--- src/hw/rtl/nds_pkg.sv ---
`timescale 1ns / 1ps
// Package for the nutrient dosing sequencer: field widths, reset values,
// phase codes, register indexes and the structs shared between modules.
// No dependencies.
package nds_pkg;

  localparam int EC_W      = 10;
  localparam int PH_W      = 11;
  localparam int TIME_W    = 18;
  localparam int ATTEMPT_W = 4;
  localparam int PHASE_W   = 4;
  localparam int DATA_W    = 32;
  localparam int ADDR_W    = 5;
  localparam int REG_IDX_W = 3;

  localparam int MAX_ATTEMPTS_DEFAULT = 10;

  // Decision bands, in hundredths.
  localparam logic [EC_W:0]   EC_BAND = (EC_W + 1)'(15);
  localparam logic [PH_W:0]   PH_BAND = (PH_W + 1)'(20);
  localparam logic [TIME_W-1:0] TIME_MAX = {TIME_W{1'b1}};

  // Register reset values.
  localparam logic [EC_W-1:0]   TARGET_EC_RST   = EC_W'(100);
  localparam logic [PH_W-1:0]   TARGET_PH_RST   = PH_W'(580);
  localparam logic [TIME_W-1:0] DOSE_N_RST      = TIME_W'(1500);
  localparam logic [TIME_W-1:0] DOSE_P_RST      = TIME_W'(1500);
  localparam logic [TIME_W-1:0] DOSE_K_RST      = TIME_W'(1000);
  localparam logic [TIME_W-1:0] MIX_NUT_RST     = TIME_W'(2000);
  localparam logic [TIME_W-1:0] MIX_ACID_RST    = TIME_W'(3000);
  localparam logic [TIME_W-1:0] PULSE_ACID_RST  = TIME_W'(1500);

  // Register indexes on the configuration port.
  typedef enum logic [REG_IDX_W-1:0] {
    REG_TARGET_EC   = 3'd0,
    REG_TARGET_PH   = 3'd1,
    REG_DOSE_N      = 3'd2,
    REG_DOSE_P      = 3'd3,
    REG_DOSE_K      = 3'd4,
    REG_MIX_NUT     = 3'd5,
    REG_MIX_ACID    = 3'd6,
    REG_PULSE_ACID  = 3'd7
  } reg_idx_t;

  typedef enum logic [PHASE_W-1:0] {
    PH_IDLE      = 4'd0,
    PH_FILL      = 4'd1,
    PH_DOSE_N    = 4'd2,
    PH_MIX_N     = 4'd3,
    PH_DOSE_P    = 4'd4,
    PH_MIX_P     = 4'd5,
    PH_DOSE_K    = 4'd6,
    PH_MIX_K     = 4'd7,
    PH_DOSE_ACID = 4'd8,
    PH_MIX_ACID  = 4'd9
  } phase_t;

  typedef struct packed {
    logic              command;
    logic [EC_W-1:0]   measured_ec;
    logic [PH_W-1:0]   measured_ph;
    logic              tank_low;
  } tick_t;

  typedef struct packed {
    logic               pump_n;
    logic               pump_p;
    logic               pump_k;
    logic               pump_acid;
    logic               pump_water;
    logic [PHASE_W-1:0] phase;
    logic               lockout;
  } result_t;

  typedef struct packed {
    logic [EC_W-1:0]   target_ec;
    logic [PH_W-1:0]   target_ph;
    logic [TIME_W-1:0] dose_time_n;
    logic [TIME_W-1:0] dose_time_p;
    logic [TIME_W-1:0] dose_time_k;
    logic [TIME_W-1:0] mix_time_nutrient;
    logic [TIME_W-1:0] mix_time_acid;
    logic [TIME_W-1:0] pulse_time_acid;
  } cfg_t;

  typedef struct packed {
    phase_t               phase;
    logic [TIME_W-1:0]    elapsed_ticks;
    logic [ATTEMPT_W-1:0] attempt_count;
    logic                 lockout_flag;
  } state_t;

endpackage

--- src/hw/rtl/nds_cfg_regs.sv ---
`timescale 1ns / 1ps
// Configuration register file behind the APB-style port.
// Depends on nds_pkg for widths, reset values and register indexes.
module nds_cfg_regs
  import nds_pkg::*;
(
  input  logic              clk,
  input  logic              rst,
  input  logic              psel,
  input  logic              penable,
  input  logic              pwrite,
  input  logic [ADDR_W-1:0] paddr,
  input  logic [DATA_W-1:0] pwdata,
  output logic [DATA_W-1:0] prdata,
  output logic              pready,
  output cfg_t              cfg
);

  cfg_t     cfg_next;
  reg_idx_t idx;
  logic     wr_en;

  assign pready = 1'b1;
  assign idx    = reg_idx_t'(paddr[ADDR_W-1:2]);
  assign wr_en  = psel && penable && pwrite;

  // Write decode: each register takes the low bits of the write data.
  always_comb begin
    cfg_next = cfg;
    if (wr_en) begin
      unique case (idx)
        REG_TARGET_EC:  cfg_next.target_ec         = pwdata[EC_W-1:0];
        REG_TARGET_PH:  cfg_next.target_ph         = pwdata[PH_W-1:0];
        REG_DOSE_N:     cfg_next.dose_time_n       = pwdata[TIME_W-1:0];
        REG_DOSE_P:     cfg_next.dose_time_p       = pwdata[TIME_W-1:0];
        REG_DOSE_K:     cfg_next.dose_time_k       = pwdata[TIME_W-1:0];
        REG_MIX_NUT:    cfg_next.mix_time_nutrient = pwdata[TIME_W-1:0];
        REG_MIX_ACID:   cfg_next.mix_time_acid     = pwdata[TIME_W-1:0];
        REG_PULSE_ACID: cfg_next.pulse_time_acid   = pwdata[TIME_W-1:0];
        default:        cfg_next = cfg;
      endcase
    end
  end

  always_ff @(posedge clk) begin
    if (rst) begin
      cfg.target_ec         <= TARGET_EC_RST;
      cfg.target_ph         <= TARGET_PH_RST;
      cfg.dose_time_n       <= DOSE_N_RST;
      cfg.dose_time_p       <= DOSE_P_RST;
      cfg.dose_time_k       <= DOSE_K_RST;
      cfg.mix_time_nutrient <= MIX_NUT_RST;
      cfg.mix_time_acid     <= MIX_ACID_RST;
      cfg.pulse_time_acid   <= PULSE_ACID_RST;
    end else begin
      cfg <= cfg_next;
    end
  end

  // Read mux, zero extended to the bus width.
  always_comb begin
    unique case (idx)
      REG_TARGET_EC:  prdata = DATA_W'(cfg.target_ec);
      REG_TARGET_PH:  prdata = DATA_W'(cfg.target_ph);
      REG_DOSE_N:     prdata = DATA_W'(cfg.dose_time_n);
      REG_DOSE_P:     prdata = DATA_W'(cfg.dose_time_p);
      REG_DOSE_K:     prdata = DATA_W'(cfg.dose_time_k);
      REG_MIX_NUT:    prdata = DATA_W'(cfg.mix_time_nutrient);
      REG_MIX_ACID:   prdata = DATA_W'(cfg.mix_time_acid);
      REG_PULSE_ACID: prdata = DATA_W'(cfg.pulse_time_acid);
      default:        prdata = '0;
    endcase
  end

endmodule

--- src/hw/rtl/nds_step.sv ---
`timescale 1ns / 1ps
// Next-state and result logic for one tick of the dosing sequencer.
// Depends on nds_pkg for the phase codes and the state, tick and result structs.
module nds_step
  import nds_pkg::*;
#(
  parameter int MAX_ATTEMPTS = MAX_ATTEMPTS_DEFAULT
) (
  input  cfg_t    cfg,
  input  state_t  state,
  input  tick_t   tick,
  output state_t  state_next,
  output result_t result
);

  localparam logic [ATTEMPT_W-1:0] ATTEMPT_LIMIT = ATTEMPT_W'(MAX_ATTEMPTS);

  logic [TIME_W-1:0] elapsed_inc;
  logic [TIME_W-1:0] limit;
  logic              timer_done;
  logic              ec_low;
  logic              ph_high;
  logic              abort_now;
  logic              at_limit;
  logic              lock_cur;
  logic [ATTEMPT_W-1:0] att_cur;
  logic              pn, pp, pk, pa, pw;

  // Saturating tick count and the time limit of the current phase.
  assign elapsed_inc = (state.elapsed_ticks == TIME_MAX) ? state.elapsed_ticks
                                                          : state.elapsed_ticks + 1'b1;
  always_comb begin
    case (state.phase)
      PH_DOSE_N:    limit = cfg.dose_time_n;
      PH_DOSE_P:    limit = cfg.dose_time_p;
      PH_DOSE_K:    limit = cfg.dose_time_k;
      PH_DOSE_ACID: limit = cfg.pulse_time_acid;
      PH_MIX_ACID:  limit = cfg.mix_time_acid;
      default:      limit = cfg.mix_time_nutrient;
    endcase
  end
  assign timer_done = elapsed_inc >= limit;

  // Dose requests from idle, compared one bit wider so the bands never wrap.
  assign ec_low  = ({1'b0, tick.measured_ec} + EC_BAND) < {1'b0, cfg.target_ec};
  assign ph_high = {1'b0, tick.measured_ph} > ({1'b0, cfg.target_ph} + PH_BAND);

  // A clear command acts before anything else on this tick.
  assign lock_cur = tick.command ? 1'b0 : state.lockout_flag;
  assign att_cur  = tick.command ? '0 : state.attempt_count;
  assign at_limit = att_cur >= ATTEMPT_LIMIT;

  // Abort once the target is reached during a mix or acid phase.
  always_comb begin
    abort_now = 1'b0;
    if ((state.phase == PH_MIX_N || state.phase == PH_MIX_P || state.phase == PH_MIX_K)
        && tick.measured_ec >= cfg.target_ec) begin
      abort_now = 1'b1;
    end
    if ((state.phase == PH_DOSE_ACID || state.phase == PH_MIX_ACID)
        && tick.measured_ph <= cfg.target_ph) begin
      abort_now = 1'b1;
    end
  end

  // Sequencer proper.
  always_comb begin
    state_next               = state;
    state_next.lockout_flag  = lock_cur;
    state_next.attempt_count = att_cur;
    pn = 1'b0;
    pp = 1'b0;
    pk = 1'b0;
    pa = 1'b0;
    pw = 1'b0;
    if (lock_cur) begin
      state_next.phase = PH_IDLE;
    end else if (abort_now) begin
      state_next.phase         = PH_IDLE;
      state_next.attempt_count = '0;
    end else begin
      unique case (state.phase) inside
        PH_IDLE: begin
          if (tick.tank_low) begin
            state_next.phase = PH_FILL;
          end else if (ec_low || ph_high) begin
            if (at_limit) begin
              state_next.lockout_flag = 1'b1;
            end else begin
              state_next.phase         = ec_low ? PH_DOSE_N : PH_DOSE_ACID;
              state_next.elapsed_ticks = '0;
              state_next.attempt_count = att_cur + 1'b1;
            end
          end else begin
            state_next.attempt_count = '0;
          end
        end
        PH_FILL: begin
          if (tick.tank_low) begin
            pw = 1'b1;
          end else begin
            state_next.phase = PH_IDLE;
          end
        end
        PH_DOSE_N, PH_MIX_N, PH_DOSE_P, PH_MIX_P, PH_DOSE_K, PH_MIX_K,
        PH_DOSE_ACID, PH_MIX_ACID: begin
          state_next.elapsed_ticks = elapsed_inc;
          if (timer_done) begin
            // The last mix of a chain returns to idle without clearing the count.
            case (state.phase)
              PH_DOSE_N:    state_next.phase = PH_MIX_N;
              PH_MIX_N:     state_next.phase = PH_DOSE_P;
              PH_DOSE_P:    state_next.phase = PH_MIX_P;
              PH_MIX_P:     state_next.phase = PH_DOSE_K;
              PH_DOSE_K:    state_next.phase = PH_MIX_K;
              PH_DOSE_ACID: state_next.phase = PH_MIX_ACID;
              default:      state_next.phase = PH_IDLE;
            endcase
            if (state.phase != PH_MIX_K && state.phase != PH_MIX_ACID) begin
              state_next.elapsed_ticks = '0;
            end
          end else begin
            pn = (state.phase == PH_DOSE_N);
            pp = (state.phase == PH_DOSE_P);
            pk = (state.phase == PH_DOSE_K);
            pa = (state.phase == PH_DOSE_ACID);
          end
        end
        default: begin
          state_next.phase = PH_IDLE;
        end
      endcase
    end
  end

  assign result.pump_n     = pn;
  assign result.pump_p     = pp;
  assign result.pump_k     = pk;
  assign result.pump_acid  = pa;
  assign result.pump_water = pw;
  assign result.phase      = state_next.phase;
  assign result.lockout    = state_next.lockout_flag;

endmodule

--- src/hw/rtl/nutrient_dosing_sequencer.sv ---
`timescale 1ns / 1ps
// Top level of the nutrient dosing sequencer: input register, sequencer state,
// result register and configuration port. Depends on nds_pkg, nds_cfg_regs, nds_step.
//
//   Channel  | Handshake                  | Payload
//   ---------+----------------------------+-----------------------------------
//   tick     | tick_valid / tick_stall    | tick_t: command, EC, pH, tank_low
//   result   | result_valid / result_stall| result_t: pumps, phase, lockout
//   config   | psel/penable/pwrite/pready | paddr, pwdata, prdata
//
// A tick is registered on transfer and processed from the input register, where
// the sequencer state and the result register update together. One tick per cycle
// is sustained unless the result side stalls, bounded by the single step stage.
// Reset is synchronous and returns the state and the register file to their
// defaults. A stall on the result side holds the result and the waiting
// tick; the input stalls only when both registers are full.
module nutrient_dosing_sequencer
  import nds_pkg::*;
#(
  parameter int MAX_ATTEMPTS = MAX_ATTEMPTS_DEFAULT
) (
  input  logic              clk,
  input  logic              rst,
  input  logic              psel,
  input  logic              penable,
  input  logic              pwrite,
  input  logic [ADDR_W-1:0] paddr,
  input  logic [DATA_W-1:0] pwdata,
  output logic [DATA_W-1:0] prdata,
  output logic              pready,
  input  logic              tick_valid,
  output logic              tick_stall,
  input  tick_t             tick,
  output logic              result_valid,
  input  logic              result_stall,
  output result_t           result
);

  cfg_t    cfg;
  state_t  state;
  state_t  state_next;
  result_t step_result;
  tick_t   held_tick;
  logic    held_valid;
  logic    out_load_ok;
  logic    step_fire;
  logic    tick_xfer;

  nds_cfg_regs u_cfg (
    .clk     (clk),
    .rst     (rst),
    .psel    (psel),
    .penable (penable),
    .pwrite  (pwrite),
    .paddr   (paddr),
    .pwdata  (pwdata),
    .prdata  (prdata),
    .pready  (pready),
    .cfg     (cfg)
  );

  nds_step #(
    .MAX_ATTEMPTS (MAX_ATTEMPTS)
  ) u_step (
    .cfg        (cfg),
    .state      (state),
    .tick       (held_tick),
    .state_next (state_next),
    .result     (step_result)
  );

  // Flow control between the input register and the result register.
  assign out_load_ok = !result_valid || !result_stall;
  assign step_fire   = held_valid && out_load_ok;
  assign tick_stall  = held_valid && !out_load_ok;
  assign tick_xfer   = tick_valid && !tick_stall;

  // Input register.
  always_ff @(posedge clk) begin
    if (rst) begin
      held_valid <= 1'b0;
    end else if (tick_xfer) begin
      held_valid <= 1'b1;
    end else if (step_fire) begin
      held_valid <= 1'b0;
    end
  end

  always_ff @(posedge clk) begin
    if (tick_xfer) begin
      held_tick <= tick;
    end
  end

  // Sequencer state advances once per processed tick.
  always_ff @(posedge clk) begin
    if (rst) begin
      state.phase         <= PH_IDLE;
      state.elapsed_ticks <= '0;
      state.attempt_count <= '0;
      state.lockout_flag  <= 1'b0;
    end else if (step_fire) begin
      state <= state_next;
    end
  end

  // Result register.
  always_ff @(posedge clk) begin
    if (rst) begin
      result_valid <= 1'b0;
    end else if (out_load_ok) begin
      result_valid <= step_fire;
    end
  end

  always_ff @(posedge clk) begin
    if (step_fire) begin
      result <= step_result;
    end
  end

  // Checks on the sequencer and the pipeline control.
  a_lockout_quiet: assert property (@(posedge clk) disable iff (rst)
    result_valid && result.lockout |-> result.phase == PH_IDLE &&
      !(result.pump_n || result.pump_p || result.pump_k ||
        result.pump_acid || result.pump_water))
    else $error("lockout result with a pump driven or phase not idle");

  a_one_pump: assert property (@(posedge clk) disable iff (rst)
    result_valid |-> $onehot0({result.pump_n, result.pump_p, result.pump_k,
                               result.pump_acid, result.pump_water}))
    else $error("more than one pump driven at once");

  a_attempts_bound: assert property (@(posedge clk) disable iff (rst)
    state.attempt_count <= ATTEMPT_W'(MAX_ATTEMPTS))
    else $error("attempt count above its limit");

  a_stall_full: assert property (@(posedge clk) disable iff (rst)
    tick_stall |-> held_valid && result_valid && result_stall)
    else $error("input stalled while the pipeline has room");

  a_result_hold: assert property (@(posedge clk) disable iff (rst)
    result_valid && result_stall |=> result_valid && $stable(state))
    else $error("sequencer state moved while a result was held");

endmodule
--- config.mk ---
export PLATFORM = sky130hd
export DESIGN_NAME = nutrient_dosing_sequencer
export DESIGN_NICKNAME = d
export VERILOG_FILES = /design/src/hw/rtl/nds_pkg.sv /design/src/hw/rtl/nds_cfg_regs.sv /design/src/hw/rtl/nds_step.sv /design/src/hw/rtl/nutrient_dosing_sequencer.sv
export SDC_FILE = /design/constraint.sdc
export NUM_CORES = 1
export LEC_CHECK = 0
export ABC_AREA = 1
export ABC_CLOCK_PERIOD_IN_PS = 2910
export BUFFER_PORTS_ARGS = -buffer_cell sky130_fd_sc_hd__clkbuf_2
export CAP_MARGIN = 5
export CORE_ASPECT_RATIO = 1.4
export CORE_MARGIN = 3
export CORE_UTILIZATION = 35
export CTS_BUF_LIST = sky130_fd_sc_hd__clkbuf_8
export DETAILED_ROUTE_END_ITERATION = 10
export PLACE_DENSITY_LB_ADDON = 0.12
export SETUP_SLACK_MARGIN = 0.3
export SLEW_MARGIN = 20
export SYNTH_ARGS = -nofsm -noshare
export SYNTH_HDL_FRONTEND = slang
export SYNTH_SLANG_ARGS = --single-unit
--- constraint.sdc ---
create_clock -name clk -period 2.91 [get_ports clk]
set_input_delay 0.582 -clock clk [delete_from_list [all_inputs] [get_ports clk]]
set_output_delay 0.582 -clock clk [all_outputs]
set_load 0.005 [all_outputs]
======== Word level (Yosys, flattened, before mapping) ========
Cells that the tools add are included.
cells by class
  add/subtract/negate cells ............... 4
  equal/unequal tests ..................... 22
  order comparisons ....................... 6
  reductions and logical operators ........ 33
  bitwise gates (word level) .............. 4
  mux-type cells .......................... 37
operators by type and width
  operator               number
  $pmux 32 s8            1
  $mux 26                6
  $pmux 18 s5            1
  $mux 22                4
  $mux 18                2
  $pmux 18 s2            1
  $mux 4                 8
  $pmux 4 s6             1
  $mux 23                1
  $add 18x1->18 const B  1
  $eq 18x18->1 const B   1
  $ge 18x18->1           1
  $eq 4x3->1 const B     4
  $reduce_and 2->1       8
  $add 11x5->12 const B  1
  $eq 3x3->1 const B     4
  $gt 11x12->1           1
  $pmux 4 s3             1
  $add 10x4->11 const B  1
  $le 11x11->1           1
  $lt 11x10->1           1
  $ge 10x10->1           1
  $mux 5                 2
  $mux 1                 9
  22 further kinds       44
word-level totals
  word-level logic and storage cells ...... 131
  bits in registers ....................... 191
  output and inout bits ................... 45
  input bits .............................. 67

======== Logic depth before layout (Yosys ltp) ========
Gate-level depths: netlist of run 1.
  depth after elaboration ................. 16
  mapped depth ............................ 25
  gate-level depth less buffers ........... 24

======== By module ========
A second synthesis of run 1 with hierarchy kept.
unflattened totals
  cells, all modules ...................... 1872
  area total of the unflattened synthesis .. 12891.1 µm²
modules (own cells, without submodules)
  module                     area each (µm²)  times used  cells each  sequential area each (µm²)
  nds_cfg_regs               6139.6           1           858         2582.5
  nds_step                   4401.7           1           793         0.0
  nutrient_dosing_sequencer  2349.8           1           221         1571.5

======== Worst setup path before layout of run 1 ========
OpenSTA, ideal clock, no wires.
  path type ............................... reg-to-reg
  start ................................... register, netlist name state[24]
  end ..................................... register result[4] (netlist bit), data pin
  data arrival time ....................... 2722 ps
  data required time ...................... 2659 ps
  stages on the path, launching flop included .. 22
  setup slack ............................. -62 ps
  clock period less this slack ............ 2972 ps
  path buffers ............................ 3
  library setup time ...................... 251 ps
  cells stage by stage .................... dfxtp_1 inv_2 nor2_1 nand2_1 buf_2 inv_1 clkbuf_1 nand2_1 o2111ai_1 o21ai_0 ha_1 nand2_1 nor2_1 and2_1 nand3b_1 nand4_2 inv_2 buf_4 nand2_1 nand3_1 nand2_1 inv_1
RTL lines
  what                  RTL line                          text
  end signal, assigned  nutrient_dosing_sequencer.sv:118  result <= step_result;
  end, declared         nutrient_dosing_sequencer.sv:36   output result_t result

==> out/results.txt, run 1 <==
Hold_sp -> tick[6]
Initial antenna violation count -> 0
Largest net degree at the start of global routing -> 65
R2R setup slack -> -0.25 ns
Synth top area share -> 28.8%
Antenna Violating Nets Remaining -> 0
Gr ovfl total -> 0
Synth Area in Compound Gates -> 22.5%
Ys async rst share -> 0%
Slew headroom -> 57.5%
Synth Area in Simple Gates -> 20.6%
Fin cells -> 2,056
Final instance area -> 13,900 um^2
Top-count cell post-synth -> nand2_1
Vias in the first global route -> 10,500
Max Slew Vio Count -> 0
Vias -> 10,700
Post-synth EDFFs -> 33
Minimum clock period -> 3.16 ns
Largest family of logic cells by synthesized area -> compound AO/OA/AOI/OAI gates
Placeable Area -> 30,800 um^2
Final Setup Violations -> 26
Most instantiated cells after synthesis -> 251 x nand2_1, 162 x nor2_1, 158 x dfxtp_1
Fin crit share -> 109%
Quantity of I/O buffers inserted on ports -> 80
Crit path arrival time -> 3.44 ns
Leakage -> 6.11 nW
Reg2reg start -> state[24]$_SDFFE_PP0P_
Layout cells sized above 1 -> 28.8%
Failing checks -> setup timing
Slowest cell delay on critical path -> 0.37 ns
Cell count of the worst reg-to-reg path -> 22
Seq/Total Area, Yosys -> 37.8%
Post-Route WL -> 38.2 mm
Chip height -> 216 um
Initial drt markers -> 564
Xor/xnor share of the synthesized area -> 2.23%
Top post-synthesis cells by area -> dfxtp_1 29%, edfxtp_1 9.0%, nand2_1 8.6%, ha_1 7.2%, nor2_1 5.5%
Total power -> 0.00555 W
Area of the multi-input gates -> 6540 um^2
CTS Sinks -> 191
# DRC -> 0
Setup ws final -> -0.254 ns
Worst setup slack after placement -> -0.412 ns
Overall routing resource usage -> 22.3%
Row Count -> 76
# diodes -> 0
DP Cell Count -> 2,007
Hold depth -> 1
Detailed placement HPWL -> 28.0 mm
Final Hold Vio Count -> 0
Status -> finished with violations
Die X -> 156 um
Post-synth design cell area -> 11,000 um^2
DIE AREA -> 33,600 um^2
Crit Path Class -> flip-flop to flip-flop
Pwr dens -> 399 nW/um^2
Initial cell density of the core -> 35.6%
Setup crit start kind -> flip-flop
Final core utilization -> 45.2%
Maxcap violations -> 0
Flops & latches, synth -> 191
Worst-Skew Late Latency -> 0.52 ns
Post-Synthesis Cells -> 1,469
Placed Area -> 12,700 um^2
DRT Pass-1 Iters -> 5
RSZ-0062 raised after global routing -> yes
Register area -> 4180 um^2
Multiplexer share of the synthesized area -> 0%
Synthesis-to-layout area growth -> 26.8%
Ports -> 112
Highest net fanout along the worst path -> 6
CTS Root Cell -> clkbuf_8
Hold Crit Class -> input pin to flip-flop
Hold endpoint -> held_tick[6]$_DFFE_PP_
Syn avg cell area -> 7.48 um^2
Top FF cell, synth -> dfxtp_1
Crit path cell chain -> buf_6, inv_4, nor2_4, inv_2, nor2_4, buf_6, buf_12, a221oi_2, o211ai_1, o21ai_2, ha_1, nand2_1, a21oi_2, nor2_1, nand2_2, nand2_4, nand4_4, buf_4, o21ai_1, o21ai_1, nand3_2, inv_1
Max Clock Skew -> 0.0152 ns
TritonCTS Buffers -> 17
Least-Margin Pin Slew -> 0.638 ns
Clock Tree Buf Depth -> 2
FILL cells -> 3,164
Fin nets -> 1,783
VDD IR max -> 0.315 mV
WL per Instance -> 18.6 um
R2R Path End -> result[3]$_DFFE_PP_
H-tree levels -> 4
Post-synth top area cell -> dfxtp_1
Post-synthesis adder-cell area fraction -> 7.18%
Via-to-Cell Ratio -> 5.23
Crit path required time -> 3.19 ns
TritonCTS clock tree -> built
First-pass GRT wire length -> 58.0 mm
Clk slew on worst S/H paths -> 0.10 ns
Count of cell types in the netlist -> 52
Worst setup EP type -> flip-flop
Slowest CP cell -> dfxtp_4
Yosys warnings -> 0
Max Freq -> 0.316 GHz
Routability Congestion -> 0.881
-- how the worst max path moves through the flow --
stage	start	endpoint	slack [ns]	depth (start not counted)
detailed placement	state[26]$_SDFFE_PP0P_	state[22]$_SDFFE_PP0P_	-0.41	20
CTS	state[24]$_SDFFE_PP0P_	result[1]$_DFFE_PP_	-0.22	22
finish	state[24]$_SDFFE_PP0P_	result[3]$_DFFE_PP_	-0.25	22
floorplan	state[5]$_SDFFE_PP0P_	result[4]$_DFFE_PP_	0.18	22
global placement	state[26]$_SDFFE_PP0P_	state[22]$_SDFFE_PP0P_	-0.38	20
global route	state[24]$_SDFFE_PP0P_	state[17]$_SDFFE_PP0P_	-0.44	24
-- layout make-up --
class                           count  share of cell area, %
Clock inverter                     12                  0.503
Sequential cell                   191                   30.0
Clock buffer                       20                   1.98
Timing Repair Buffer              222                   11.9
Tap cell                          390                   3.51
Inverter                          183                   5.12
Multi-Input combinational cell   1038                   47.0
-- critical path: cells and delay by family, from the launching register on --
| family | cells | cell delay, ns |
|---|---|---|
| AOI/OAI and AO/OA | 6 | 0.78 |
| adders and majority gates | 1 | 0.29 |
| buffers and inverters | 7 | 0.74 |
| and+or+nand+nor | 8 | 0.74 |
| DFF | 1 | 0.37 |
-- per-stage QoR --
stage          TNS, ns  hold slack (ns)
2_1_floorplan        0            0.444
3_3_place_gp     -8.67            0.454
3_5_place_dp     -9.80            0.462
4_1_cts          -4.15            0.203
5_1_grt         -10.40            0.207
6_report         -5.11            0.237
-- cells in the final DEF, fill, tap and decap left out, types with 5 or more instances in the layout --
cell type,netlist,layout
ha_1,63,55
nor3_1,11,8
nand2_4,0,5
inv_4,1,11
nor2_2,8,11
o22ai_1,38,27
buf_12,0,7
a21oi_2,18,29
xnor2_1,5,5
buf_6,2,15
buf_4,18,117
o21ai_1,60,62
ha_4,0,8
dfxtp_4,0,5
nor3_2,6,8
a22oi_1,11,11
o211ai_1,28,28
o21ai_0,88,70
a221oi_1,26,13
dfxtp_1,158,150
a221oi_2,0,12
a21oi_1,115,104
nand2_2,3,21
xor2_1,23,23
edfxtp_1,33,33
nor2_1,162,151
nand4_1,14,14
clkbuf_8,0,20
conb_1,2,15
clkbuf_2,0,80
nand3_1,45,36
nand3_2,5,12
inv_2,45,45
nand2_1,251,228
o21ai_2,1,15
nor2_4,4,12
inv_1,137,133
o22ai_2,0,11
-- metal layers --
| metal | track usage, % | wire length, um | vias up |
|---|---|---|---|
| li1 | - | - | 5339 |
| met1 | 25.4 | 15100 | 5036 |
| met2 | 40.9 | 20000 | 287 |
| met3 | 3.53 | 1570 | 81 |
| met4 | 9.14 | 1530 | 0 |
| met5 | 0 | 0 | - |
-- report_power, final --
| part | total [W] | internal [W] | switching (W) |
|---|---|---|---|
| Sequential | 0.00279 | 0.00275 | 0.0000417 |
| Combinational | 0.00111 | 0.000421 | 0.000691 |
| Clock | 0.00165 | 0.000649 | 0.00100 |
-- flip-flops by register name, summed over array words and instances, names as in the netlist --
signal	flops
held_tick	23
held_valid	1
result	10
result_valid	1
state	27
u_cfg.cfg	129
-- repair_timing --
item / in CTS / in global routing
pin swaps: 51 / 55
resized for setup: 122 / 45
hold buffers: 0 / 0
gates cloned: 0 / 2
endpoints found under the setup margin: 37 / 40
buffers inserted: 10 / 5
-- cell families (layout without fill, tap and decap cells) --
logic type	count (synthesis)	count (layout)
buffers and inverters	253	437
and+or+nand+nor	519	519
other	2	15
DFF	191	191
adders and majority gates	63	63
xor gates and xnor gates	28	28
AOI/OAI and AO/OA	413	413
Note: power is estimated with default switching activity, not from simulation.
==> inputs of run 2 (changes only) <==
Settings changed: PLACE_DENSITY_LB_ADDON 0.12 to unset, RECOVER_POWER set to 100.
==> run 2 against run 1 <==
Effect of this change: the flow still finishes with violations (setup timing); sequential power hardly changed; sequential share of layout area is 0.86 points higher; die area stayed put; critical endpoint is now prdata[9]; highest routed layer unchanged.
==> out/results.txt, run 2 (synthesis gave the netlist of run 1 again) <==
Max Freq -> 0.324 GHz (+2.6%)
Hold_sp -> tick[10]
Area of the multi-input gates -> 6340 um^2 (-3.1%)
Largest registers -> u_cfg.cfg x129, state x27, held_tick x23
Least-Margin Pin Slew -> 1.19 ns (+0.556 ns)
Crit path required time -> 2.33 ns (-0.86 ns)
# diodes -> 0 (unchanged)
Initial cell density of the core -> 35.6% (unchanged)
CTS Root Cell -> clkbuf_8
TritonCTS Buffers -> 17 (unchanged)
Vias in the first global route -> 10,400 (-1.1%)
H-tree levels -> 4 (unchanged)
Placeable Area -> 30,800 um^2 (unchanged)
Worst setup slack after placement -> -0.320 ns (+0.0919 ns)
Crit path arrival time -> 2.50 ns (-0.94 ns)
TritonCTS clock tree -> built
Pwr dens -> 414 nW/um^2 (+3.9%)
Overall routing resource usage -> 21.6% (-0.75 points)
RSZ-0062 raised after global routing -> yes
DRT Pass-1 Iters -> 5 (unchanged)
Gr ovfl total -> 0 (unchanged)
Minimum clock period -> 3.08 ns (-0.0792 ns)
Worst setup EP type -> primary output
Via-to-Cell Ratio -> 5.29 (+1.3%)
Register area -> 4180 um^2 (about the same)
Final Setup Violations -> 40 (+54%)
DP Cell Count -> 1,998 (-0.45%)
Clock Tree Buf Depth -> 2 (unchanged)
Fin nets -> 1,774 (-0.50%)
VDD IR max -> 0.331 mV (+5.1%)
Clk slew on worst S/H paths -> 0.09 ns (about the same)
Layout cells sized above 1 -> 23.8% (-5.0 points)
Detailed placement HPWL -> 26.7 mm (-4.3%)
Fin crit share -> 106% (-2.7 points)
Final core utilization -> 43.9% (-1.3 points)
Most frequent cells in the layout -> 238 x nand2_1, 156 x nor2_1, 149 x inv_1, 149 x dfxtp_1, 108 x a21oi_1
Slew headroom -> 20.4% (-37 points)
Synthesis-to-layout area growth -> 23.2%
Reg2reg start -> state[23]$_SDFFE_PP0P_
Leakage -> 5.93 nW (-3.0%)
Max Clock Skew -> 0.0244 ns (+0.00924 ns)
Worst-Skew Late Latency -> 0.53 ns (about the same)
Post-Route WL -> 36.3 mm (-5.1%)
Final Hold Vio Count -> 0 (unchanged)
Status -> finished with violations
Initial antenna violation count -> 0 (unchanged)
Hold_buf cts -> 0 (unchanged)
Ports -> 112 (unchanged)
Chip height -> 216 um (unchanged)
FILL cells -> 3,145 (-0.60%)
Maxcap violations -> 0 (unchanged)
Hold Crit Class -> input pin to flip-flop
Initial drt markers -> 779 (+38%)
Row Count -> 76 (unchanged)
WL per Instance -> 17.7 um (-4.6%)
# DRC -> 0 (unchanged)
Antenna Violating Nets Remaining -> 0 (unchanged)
Setup ws final -> -0.175 ns (+0.0792 ns)
Vias -> 10,800 (+0.78%)
Crit Path Class -> input pin to primary output
CTS Sinks -> 191 (unchanged)
Quantity of I/O buffers inserted on ports -> 80 (unchanged)
Max FFs per register -> 129 (unchanged)
Failing checks -> setup timing
Highest net fanout along the worst path -> 10 (+4)
Most common cell after layout, fill and taps aside -> nand2_1
DIE AREA -> 33,600 um^2 (unchanged)
Fin cells -> 2,046 (-0.49%)
First-pass GRT wire length -> 56.8 mm (-2.1%)
Die X -> 156 um (unchanged)
Largest net degree at the start of global routing -> 95 (+46%)
Routability Congestion -> 0.909 (+3.2%)
Max Slew Vio Count -> 0 (unchanged)
Setup crit start kind -> input pin
Biggest register -> u_cfg.cfg
Crit path launch -> paddr[4]
[run 2: cell count changes in the layout (fill, tap and decap cells not counted), moves of 6 or more]
cell      delta
nor3_1       +6
o21ai_1     -24
nand2_1     +10
inv_2       -14
clkbuf_1    +14
buf_6        -9
nand2_2      -9
nor3_2       -6
inv_1       +16
buf_4       -12
o21ai_0     +29
[run 2: path summary, 6_finish.rpt]
kind                                                  end  cells past startpoint  slack [ns]
worst max-delay path                            prdata[9]                      8       -0.17
worst min-delay path              held_tick[10]$_DFFE_PP_                      1        0.23
worst max register to register        result[1]$_DFFE_PP_                     20       -0.11
worst min register to register  result_valid$_SDFFE_PP0P_                      2        0.48
[run 2: final cells by class]
type | count | area share (%)
sequential | 191 | 30.9
multi-input combinational | 1041 | 46.9
timing repair buffer | 210 | 10.7
tap | 390 | 3.61
inverter | 183 | 5.23
clock inverter | 13 | 0.897
clock buffer | 18 | 1.83
[run 2: per-layer routing]
metal / part of all wire (%) / global-route usage [%]
met5: 0 / 0
met4: 6.5 / 13.2
met3: 5.4 / 3.37
met2: 49 / 37.4
met1: 39 / 24.6
[run 2: worst max-delay path, cell delays in order]
cell	delay (ns)
clkbuf_2	0.15
inv_2	0.09
nor3_4	0.20
clkinvlp_2	0.62
o22ai_1	0.44
a221oi_1	0.10
o211ai_1	0.15
clkbuf_2	0.17
[run 2: report_power, final]
| part | internal (W) | switching [W] | total (W) |
|---|---|---|---|
| Combinational | 0.000390 | 0.000662 | 0.00105 |
| Sequential | 0.00275 | 0.0000444 | 0.00279 |
| Clock | 0.000769 | 0.000992 | 0.00176 |
| Total | 0.00391 | 0.00170 | 0.00561 |
[run 2: through the flow]
step	setup TNS, ns	hold WS, ns	instance area [um^2]	total power [W]
after floorplan	0	0.444	11200	0.00342
after global placement	-6.38	0.459	12600	0.00377
after detailed placement	-7.20	0.465	12600	0.00379
after CTS	-1.19	0.204	13500	0.00562
after global routing	-12.15	0.211	13500	0.00584
final	-3.25	0.228	13500	0.00561
[run 2: what timing repair did]
action / CTS / global route
pin swaps: 21 / 15
gates cloned: 3 / 0
buffers inserted: 7 / 7
endpoints found under the setup margin: 40 / 45
resized for setup: 89 / 35
